**src/sv/cpvf_pkg.sv**
```systemverilog
package cpvf_pkg;

    localparam int CPVF_FRAC_BITS = 16;
    localparam int MUL_B_W        = 30;
    localparam int EST_W          = 32;
    localparam int NUM_AXES       = 3;

    localparam logic [1:0] AXIS_Z    = 2'd2;
    localparam logic [1:0] AXIS_NONE = 2'd3;

    localparam logic [1:0] REG_POSITION_BLEND = 2'd0;
    localparam logic [1:0] REG_VELOCITY_BLEND = 2'd1;
    localparam logic [1:0] REG_VELOCITY_GAIN  = 2'd2;
    localparam logic [1:0] REG_ACCEL_DEADBAND = 2'd3;

    localparam logic [16:0] POSITION_BLEND_RST = 17'd13107;
    localparam logic [16:0] VELOCITY_BLEND_RST = 17'd52429;
    localparam logic [23:0] VELOCITY_GAIN_RST  = 24'd65536;
    localparam logic [30:0] ACCEL_DEADBAND_RST = 31'd2621;

    typedef struct packed {
        logic [16:0] position_blend;
        logic [16:0] velocity_blend;
        logic [23:0] velocity_gain;
        logic [30:0] accel_deadband;
    } cfg_t;

    typedef enum logic [3:0] {
        ST_IDLE,
        ST_DEADBAND,
        ST_MUL_DT,
        ST_ROUND_DT,
        ST_MUL_G,
        ST_ROUND_G,
        ST_MUL_OLD,
        ST_MUL_MEAS,
        ST_MUL_GAIN,
        ST_ACC_GAIN,
        ST_WRITE,
        ST_OUTPUT
    } state_t;

    typedef enum logic [2:0] {
        OPND_DT,
        OPND_G,
        OPND_OLD,
        OPND_MEAS,
        OPND_GAIN
    } opnd_t;

    typedef enum logic [1:0] {
        ACC_HOLD,
        ACC_LOAD,
        ACC_ADD
    } acc_op_t;

    typedef struct packed {
        logic    capture;
        logic    calc_db;
        logic    mul_en;
        opnd_t   opnd;
        acc_op_t acc_op;
        logic    integ_load;
        logic    write_est;
        logic    axis_inc;
    } cmd_t;

    typedef struct packed {
        logic is_vel;
        logic axis_last;
        logic skip;
    } sts_t;

endpackage

```
**src/sv/cpvf_regs.sv**
```systemverilog
module cpvf_regs
    import cpvf_pkg::*;
(
    input  logic        aclk,
    input  logic        aresetn,
    input  logic        psel,
    input  logic        penable,
    input  logic        pwrite,
    input  logic [3:0]  paddr,
    input  logic [31:0] pwdata,
    output logic [31:0] prdata,
    output logic        pready,
    output cfg_t        cfg
);

    cfg_t cfg_reg;
    logic wr_en;

    assign pready = 1'b1;
    assign wr_en  = psel & penable & pwrite & pready;
    assign cfg    = cfg_reg;

    always_ff @(posedge aclk) begin
        if (!aresetn) begin
            cfg_reg.position_blend <= POSITION_BLEND_RST;
            cfg_reg.velocity_blend <= VELOCITY_BLEND_RST;
            cfg_reg.velocity_gain  <= VELOCITY_GAIN_RST;
            cfg_reg.accel_deadband <= ACCEL_DEADBAND_RST;
        end else if (wr_en) begin
            unique case (paddr[3:2])
                REG_POSITION_BLEND: cfg_reg.position_blend <= pwdata[16:0];
                REG_VELOCITY_BLEND: cfg_reg.velocity_blend <= pwdata[16:0];
                REG_VELOCITY_GAIN:  cfg_reg.velocity_gain  <= pwdata[23:0];
                REG_ACCEL_DEADBAND: cfg_reg.accel_deadband <= pwdata[30:0];
                default: ;
            endcase
        end
    end

    always_comb begin
        unique case (paddr[3:2])
            REG_POSITION_BLEND: prdata = 32'(cfg_reg.position_blend);
            REG_VELOCITY_BLEND: prdata = 32'(cfg_reg.velocity_blend);
            REG_VELOCITY_GAIN:  prdata = 32'(cfg_reg.velocity_gain);
            REG_ACCEL_DEADBAND: prdata = 32'(cfg_reg.accel_deadband);
            default:            prdata = '0;
        endcase
    end

endmodule

```
**config.mk**
```make
export PLATFORM = sky130hd
export DESIGN_NAME = cpvf_regs
export DESIGN_NICKNAME = d
export VERILOG_FILES = /design/src/sv/cpvf_pkg.sv /design/src/sv/cpvf_regs.sv
export SDC_FILE = /design/constraint.sdc
export NUM_CORES = 1
export LEC_CHECK = 0
export BUFFER_PORTS_ARGS = -buffer_cell sky130_fd_sc_hd__buf_2
export CORE_MARGIN = 10
export CORE_UTILIZATION = 30
export DETAILED_ROUTE_END_ITERATION = 7
export GPL_TIMING_DRIVEN = 0
export PLACE_DENSITY = 0.65
export SYNTH_ARGS = -nofsm -noshare
export SYNTH_HDL_FRONTEND = slang
export SYNTH_SLANG_ARGS = --single-unit
```
**constraint.sdc**
```tcl
create_clock -name aclk -period 3.65 [get_ports aclk]
set_clock_uncertainty 0.1 [all_clocks]
set_input_delay 0.5475 -clock aclk [delete_from_list [all_inputs] [get_ports aclk]]
set_output_delay 0.5475 -clock aclk [all_outputs]
set_load 0.02 [all_outputs]
```
==> qor.yml <==
status:
  status: "complete, no violations"
clocking:
  cts_tree: "done"
  clock_path_buffers: 2
  cts-root-buf: "clkbuf_16"
  cts_resized: 0
  cts_buffers: 9
  cts_setup_buffers: 0
  cts.clk_slew.worst_paths_ps: 60
  h-tree-depth: 3
  cts.sinks: 89
  clk_latency_ps: 340
  ctsHoldBuffers: 0
floorplanning:
  coreArea_mm2: 0.0133
  die_area_mm2: 0.0188
  initial_core_util: 0.308
  dieWidth_um: 137
  die_h_um: 137
  io_pins: 163
  rows: 42
timing:
  period_minus_slack_ps: 2550
  setup_viol: 0
  period_share: 0.700
  setup_tns_ps: 0
  finalMaxSlewViolations: 0
  slew_headroom: 0.503
  fmax_mhz: 392
  worst_pin_slew_ps: 745
  rsz0062_at_grt: "no"
  hold_violations: 0
pwr:
  p_leak_nw: 2.49
  ir_worst_vdd_mv: 0.193
  switching_power_uw: 536
  p_int_mw: 1.73
  clkPwrFrac: 0.451
  p_sw_frac: 0.236
  pwr-share-comb: 0.110
  seq_power_share: 0.439
  p_per_area_mw_per_mm2: 417
place:
  port_buffers: 154
  place_area_mm2: 0.00511
  hpwl_um: 11100
  gp_congestion: 0.745
logic_synthesis:
  synth.top_cell.area_share: 0.433
  synth.avg_cell_area_um2: 10.2
  ys_warn_count: 0
  synthCells: 405
  syn-num-nets: 446
  synthesis.area_mm2: 0.00412
  synth_cell_types: 22
  yosysTopAreaCell: "dfxtp_1"
  ys_ff_latch: 89
  yosysSeqAreaShare: 0.433
  synth_area_leaders: "dfxtp_1, mux2i_1, mux4_2"
worst_hold_path:
  min_path_cells: 3
  hp-start: "pwdata[28]"
  hold_end: "cfg[28]"
  hold_path_class: "in2reg"
final_layout:
  largest_reg_flops: 89
  design_area_mm2: 0.00544
  fill_cells: 1334
  nNetsFinal: 611
  drive_gt1_frac: 0.368
  multi_input_area_mm2: 0.00205
  n_antenna_cell: 0
  seqCellArea_mm2: 0.00178
  area_growth_syn_to_layout_pct: 32.1
worst_setup_path:
  worst-endpoint-required_ps: 3000
  r2r_cells: 2
  crit_fanout: 10
  reg2reg_slack_ps: 2860
  crit_type: "in2out"
  end_kind: "output pin"
  r2r-start: "cfg[10]"
  r2r-end: "cfg[10]"
  crit_path_start_kind: "primary input"
  critPathArrivalTime_ps: 1910
global_routing:
  grt_use_met2: 0.256
  grt_use_total: 0.156
  antenna_found_initial: 0
  grt_max_degree: 14
  gr-usage-met1: 0.183
  grt_overflow: 0
  grt_pass1_wl_um: 22200
  met3_usage: 0.0652
  gr-max-usage-layer: "met2"
  grt_pass1_vias: 3876
detailed_routing:
  vias: 3598
  drc: 0
  wirelength_um: 14700
  dr.pass1.iters: 6
  ant_nets: 0
  wl_per_cell_um: 19.6
  vias_per_cell: 4.80
  drt_iter0_drc: 157
run:
  cap_violations: 0
==> critical path: stages <==
cell	delay (ps)
buf_4	150
buf_2	380
buf_4	310
mux4_2	330
buf_2	180
==> routing by layer <==
layer	up-vias	routed length [um]
met5	-	0
met3	10	1400
met4	0	118
met1	1743	6250
li1	1714	-
met2	131	6950
==> cells in the mapped netlist <==
cell type   n
nor3b_2     2
and3_1      7
nand2_1    95
o31ai_1     8
buf_4       8
buf_6       8
o21ai_0     7
mux2i_1    81
buf_2       5
nor2_4      1
or3_4       1
nor2b_1    27
o211ai_1   15
nand3_1     1
nand2_4     1
or2_1       1
dfxtp_1    89
nor3_1      1
mux4_2     17
clkbuf_1   17
conb_1      2
inv_1      11
==> cell usage in the layout, fill, tap and decap left out, types with 8 or more instances in the layout <==
master	synthesis	final
buf_2	5	159
buf_4	8	8
buf_6	8	8
clkbuf_1	17	18
clkbuf_16	0	9
dfxtp_1	89	89
inv_1	11	11
mux2i_1	81	81
mux4_2	17	17
nand2_1	95	95
nor2b_1	27	27
o211ai_1	15	15
o31ai_1	8	8
==> how the worst max path moves through the flow <==
stage,start,to,slack [ps],cells past startpoint
2_1_floorplan,paddr[2],prdata[0],1460,3
3_3_place_gp,paddr[2],prdata[16],1120,5
4_1_cts,paddr[2],prdata[16],1080,5
6_report,paddr[2],prdata[16],1100,5
3_5_place_dp,paddr[2],prdata[16],1100,5
5_1_grt,paddr[2],prdata[16],1020,5
==> final cells by class <==
type / instances / area share
plain buffers: 38 / 0.0440
clock buffers: 13 / 0.0497
clock inverters: 2 / 0.0110
inverters: 11 / 0.00759
multi-input cells: 267 / 0.378
flip-flops and latches: 89 / 0.328
well taps: 176 / 0.0405
repair buffers: 154 / 0.142
==> power groups by stage <==
stage | Combinational [mW] | Sequential [mW] | Clock, mW
6_report | 0.249 | 0.996 | 1.02
5_1_grt | 0.270 | 0.998 | 1.08
4_1_cts | 0.253 | 0.996 | 1.04
3_5_place_dp | 0.252 | 1.02 | 0
3_3_place_gp | 0.249 | 1.02 | 0
2_1_floorplan | 0.139 | 1.03 | 0
==> cells by family after synthesis <==
kind of cell,Yosys count,synth area share
muxes,98,0.290
other,2,0.00182
DFF,89,0.433
buffers and inverters,49,0.0681
AOI/OAI and AO/OA,30,0.0505
and+or+nand+nor,137,0.157
==> per-stage QoR <==
step                worst slack, ps  hold slack [ps]  cells   util  power [mW]
floorplan                      1460              441    405      -        1.17
global placement               1120              354    735  0.383        1.27
detailed placement             1100              361    735  0.383        1.27
CTS                            1080              339    750  0.407        2.29
global route                   1020              348    750  0.407        2.35
finish                         1100              352    750  0.407        2.27
Power figures use the tool's default switching activity.
