==> config.mk <==
export PLATFORM = sky130hd
export DESIGN_NAME = cpvf_ctrl
export DESIGN_NICKNAME = d
export VERILOG_FILES = /design/src/sv/cpvf_pkg.sv /design/src/sv/cpvf_ctrl.sv
export SDC_FILE = /design/constraint.sdc
export NUM_CORES = 1
export LEC_CHECK = 0
export ABC_AREA = 1
export BUFFER_PORTS_ARGS = -buffer_cell sky130_fd_sc_hd__buf_2
export CORE_AREA = 2 2 39 41
export DETAILED_ROUTE_END_ITERATION = 8
export DIE_AREA = 0 0 41 43
export PLACE_DENSITY = 0.6
export SYNTH_ARGS = -nofsm -noshare
export SYNTH_HDL_FRONTEND = slang
export SYNTH_SLANG_ARGS = --single-unit
==> constraint.sdc <==
create_clock -name aclk -period 2.2 [get_ports aclk]
set_input_delay 0.55 -clock aclk [delete_from_list [all_inputs] [get_ports aclk]]
set_output_delay 0.55 -clock aclk [all_outputs]
set_load 0.02 [all_outputs]
==> src/sv/cpvf_pkg.sv <==
package cpvf_pkg;

    localparam int CPVF_FRAC_BITS = 16;
    localparam int MUL_B_W        = 30;
    localparam int EST_W          = 32;
    localparam int NUM_AXES       = 3;

    localparam logic [1:0] AXIS_Z    = 2'd2;
    localparam logic [1:0] AXIS_NONE = 2'd3;

    localparam logic [1:0] REG_POSITION_BLEND = 2'd0;
    localparam logic [1:0] REG_VELOCITY_BLEND = 2'd1;
    localparam logic [1:0] REG_VELOCITY_GAIN  = 2'd2;
    localparam logic [1:0] REG_ACCEL_DEADBAND = 2'd3;

    localparam logic [16:0] POSITION_BLEND_RST = 17'd13107;
    localparam logic [16:0] VELOCITY_BLEND_RST = 17'd52429;
    localparam logic [23:0] VELOCITY_GAIN_RST  = 24'd65536;
    localparam logic [30:0] ACCEL_DEADBAND_RST = 31'd2621;

    typedef struct packed {
        logic [16:0] position_blend;
        logic [16:0] velocity_blend;
        logic [23:0] velocity_gain;
        logic [30:0] accel_deadband;
    } cfg_t;

    typedef enum logic [3:0] {
        ST_IDLE,
        ST_DEADBAND,
        ST_MUL_DT,
        ST_ROUND_DT,
        ST_MUL_G,
        ST_ROUND_G,
        ST_MUL_OLD,
        ST_MUL_MEAS,
        ST_MUL_GAIN,
        ST_ACC_GAIN,
        ST_WRITE,
        ST_OUTPUT
    } state_t;

    typedef enum logic [2:0] {
        OPND_DT,
        OPND_G,
        OPND_OLD,
        OPND_MEAS,
        OPND_GAIN
    } opnd_t;

    typedef enum logic [1:0] {
        ACC_HOLD,
        ACC_LOAD,
        ACC_ADD
    } acc_op_t;

    typedef struct packed {
        logic    capture;
        logic    calc_db;
        logic    mul_en;
        opnd_t   opnd;
        acc_op_t acc_op;
        logic    integ_load;
        logic    write_est;
        logic    axis_inc;
    } cmd_t;

    typedef struct packed {
        logic is_vel;
        logic axis_last;
        logic skip;
    } sts_t;

endpackage

==> src/sv/cpvf_ctrl.sv <==
module cpvf_ctrl
    import cpvf_pkg::*;
(
    input  logic aclk,
    input  logic aresetn,
    input  logic in_valid,
    output logic in_ready,
    output logic out_valid,
    input  logic out_ready,
    input  sts_t sts,
    output cmd_t cmd
);

    state_t state_reg;
    state_t state_next;

    always_ff @(posedge aclk) begin
        if (!aresetn) begin
            state_reg <= ST_IDLE;
        end else begin
            state_reg <= state_next;
        end
    end

    always_comb begin
        state_next     = state_reg;
        in_ready       = 1'b0;
        out_valid      = 1'b0;
        cmd.capture    = 1'b0;
        cmd.calc_db    = 1'b0;
        cmd.mul_en     = 1'b0;
        cmd.opnd       = OPND_DT;
        cmd.acc_op     = ACC_HOLD;
        cmd.integ_load = 1'b0;
        cmd.write_est  = 1'b0;
        cmd.axis_inc   = 1'b0;
        unique case (state_reg)
            ST_IDLE: begin
                in_ready = aresetn;
                if (in_valid && aresetn) begin
                    cmd.capture = 1'b1;
                    state_next  = ST_DEADBAND;
                end
            end
            ST_DEADBAND: begin
                cmd.calc_db = 1'b1;
                state_next  = sts.skip ? ST_OUTPUT : ST_MUL_DT;
            end
            ST_MUL_DT: begin
                cmd.mul_en = 1'b1;
                cmd.opnd   = OPND_DT;
                state_next = ST_ROUND_DT;
            end
            ST_ROUND_DT: begin
                cmd.integ_load = 1'b1;
                state_next     = sts.is_vel ? ST_MUL_G : ST_MUL_OLD;
            end
            ST_MUL_G: begin
                cmd.mul_en = 1'b1;
                cmd.opnd   = OPND_G;
                state_next = ST_ROUND_G;
            end
            ST_ROUND_G: begin
                cmd.integ_load = 1'b1;
                state_next     = ST_MUL_OLD;
            end
            ST_MUL_OLD: begin
                cmd.mul_en = 1'b1;
                cmd.opnd   = OPND_OLD;
                state_next = ST_MUL_MEAS;
            end
            ST_MUL_MEAS: begin
                cmd.acc_op = ACC_LOAD;
                cmd.mul_en = 1'b1;
                cmd.opnd   = OPND_MEAS;
                state_next = ST_MUL_GAIN;
            end
            ST_MUL_GAIN: begin
                cmd.acc_op = ACC_ADD;
                cmd.mul_en = 1'b1;
                cmd.opnd   = OPND_GAIN;
                state_next = ST_ACC_GAIN;
            end
            ST_ACC_GAIN: begin
                cmd.acc_op = ACC_ADD;
                state_next = ST_WRITE;
            end
            ST_WRITE: begin
                cmd.write_est = 1'b1;
                if (!sts.is_vel && !sts.axis_last) begin
                    cmd.axis_inc = 1'b1;
                    state_next   = ST_MUL_DT;
                end else begin
                    state_next = ST_OUTPUT;
                end
            end
            ST_OUTPUT: begin
                out_valid = 1'b1;
                if (out_ready) begin
                    state_next = ST_IDLE;
                end
            end
            default: begin
                state_next = ST_IDLE;
            end
        endcase
    end

    a_no_write_on_skip: assert property (@(posedge aclk) disable iff (!aresetn)
        !(cmd.write_est && sts.skip))
        else $error("estimate written for an out-of-range axis");

    a_output_holds: assert property (@(posedge aclk) disable iff (!aresetn)
        (out_valid && !out_ready) |=> out_valid)
        else $error("result dropped before transaction");

    a_capture_then_deadband: assert property (@(posedge aclk) disable iff (!aresetn)
        cmd.capture |=> (state_reg == ST_DEADBAND))
        else $error("capture not followed by deadband step");

    a_axis_inc_bound: assert property (@(posedge aclk) disable iff (!aresetn)
        cmd.axis_inc |-> (!sts.axis_last && !sts.is_vel))
        else $error("axis stepped past the last axis");

    a_no_accept_while_busy: assert property (@(posedge aclk) disable iff (!aresetn)
        (state_reg != ST_IDLE) |-> !cmd.capture)
        else $error("item captured while busy");

endmodule

==> impl_results.md <==
* Outcome: completed
* Final Hold Vio Count at 0
* F_max at 0.551 GHz
* Antenna cells at 0
* Total global routing overflow at 0
* Die area at 0.00176 mm2
* Final instance area at 517 um2
* IO buf count at 19
* Max transition margin at 82.6%
* Leakage power of the design at 0.361 nW
* CTS tree: done
* Synth Area in Adders at 0%
* Proportion of synthesized area in mux cells at 0%
* Max Cap Viol at 0
* Critical path startpoint: state_reg[2]$_SDFFE_PN0P_
* Syn avg cell area at 5.34 um2
* Synth unique cells at 14
* Hold Crit Class: in -> reg
* Netlist area before placement at 379 um2
* Slew Limit Fails at 0
* # DRC at 0
* Area taken by multi-input logic gates at 228 um2
* Die H at 43 um
* Synth Area in Simple Gates at 53.1%
* Peak supply drop at 0.499 mV
* Routed vias/inst at 4.34
* Via count at 473
* WL final at 989 um
* Max Clock Skew at 0.00222 ns
* Largest net degree at the start of global routing at 7
* Worst slew pin tran at 0.261 ns
* Placer Congestion at 0.775
* Fillers at 162
* Starting density of the core at 27.4%
* H-tree depth reported by CTS at 1
* Worst Path Class, Setup: reg -> out
* Layout Utilization at 37.3%
* Initial antenna violation count at 0
* First-pass GRT wire length at 1580 um
* Clk_lat worst skew at 0.23 ns
* Pre-CTS WS at 0.632 ns
* Reg2Reg Depth at 7
* Largest register FFs at 4
* Tcrit/Tclk final at 82.5%
* Clock Sinks at 4
* CP max FO at 6
* Pwr Density at 1210 mW/mm2
* Sequential area share after synthesis at 21.1%
* Largest family of logic cells by synthesized area: simple AND/OR/NAND/NOR gates
* I/O Pins at 20
* Share of cells above drive strength 1 at 36.6%
* Post-Syn Nets at 78
* Post-synthesis xor/xnor area fraction at 0%
* FF+latch area at 80.1 um2
* Die Span X at 41 um
* Min Tclk post-route at 1.82 ns
* Total CTS buffers at 3
* Antenna viol nets, final at 0
* Placed Area at 494 um2
* Worst path required time at 1.65 ns
* Synth Area in Compound Gates at 6.93%
* Element type at the critical path start: flip-flop
* Total GRT Usage at 13.4%
* Crit path DAT at 1.27 ns
* Worst-path clk slew at 0.04 ns
* First drt pass iteration count at 4
* TNS Setup at 0 ns
* Fin nets at 102
* Syn Inst Count at 71
* Initial drt markers at 8
* Setup WS post-layout at 0.385 ns
* Synth warnings at 0
* Post-CTS Hold Buffers at 0
* RSZ-0062 raised after global routing: no
* Post-CTS setup buffer count at 0
* PostCTS Resize Cnt at 0
* Hold path cells at 3
* Site row count at 14
* Vias in the first global route at 410
* Core Box Area at 0.00138 mm2
* CTS root buf: clkbuf_4
* HPWL Detailed at 799 um
* Final Setup Violations at 0
* Setup crit end kind: primary output
* Reg-to-Reg Start: state_reg[0]$_SDFFE_PN0P_
* Avg WL per Cell at 9.07 um
* Area growth, synth to finish at 36.3%
* Hold_sp: aresetn
* Synth Register Bits at 4
* Clock buffer depth at 2
[area by class of cell]
class	count	area share, %
clock buffer	3	4.36
inverter	19	13.8
multi-input combinational	48	44.1
sequential	4	15.5
tap	16	3.87
timing repair buffer	19	18.4
[metal layers]
metal	global-route usage (%)	wire length, um
met4	10.0	0
met5	0	0
met2	18.8	459
met1	17.7	452
met3	1.57	77
[report_power, final]
part | switching (mW) | total (mW) | internal [mW]
Combinational | 0.266 | 0.403 | 0.137
Clock | 0.0292 | 0.0902 | 0.0610
Sequential | 0.0368 | 0.133 | 0.0963
[worst max-delay path, stage by stage, from the launching register on]
cell	delay (ns)
dfxtp_1	0.34
nor2_2	0.26
inv_1	0.09
nor3_1	0.15
buf_2	0.19
[cell families (layout without fill, tap and decap cells)]
kind of cell	count (synthesis)	after routing
and+or+nand+nor	44	44
buffers and inverters	19	41
AOI/OAI and AO/OA	4	4
DFF	4	4
[worst paths after layout]
kind | end | slack, ns
hold reg to reg | state_reg[1]$_SDFFE_PN0P_ | 0.56
hold / removal | state_reg[2]$_SDFFE_PN0P_ | 0.55
setup / recovery | cmd[9] | 0.38
setup reg to reg | state_reg[0]$_SDFFE_PN0P_ | 1.03
[Yosys cell counts (all sizes together)]
cell / number / area [um2]
inv: 19 / 71.3
dfxtp: 4 / 80.1
o22ai: 2 / 12.5
nand2: 23 / 91.3
nand3: 5 / 25.0
nor3: 2 / 10.0
nand4: 2 / 12.5
nor2: 12 / 62.6
a21oi: 2 / 13.8
[stage by stage]
step	instances	hold slack [ns]	power, mW
finish	109	0.554	0.626
detailed placement	106	0.557	0.535
global route	109	0.567	0.692
global placement	106	0.556	0.534
CTS	109	0.549	0.631
floorplan	71	0.510	0.435
[cell usage in the layout (no fill, tap or decap), drive strengths merged]
cell type	n
nor2	12
nand3	5
nand4	2
a21oi	2
inv	19
nor3	2
buf	19
nand2	23
o22ai	2
dfxtp	4
clkbuf	3
Note: power is estimated with default switching activity, not from simulation.
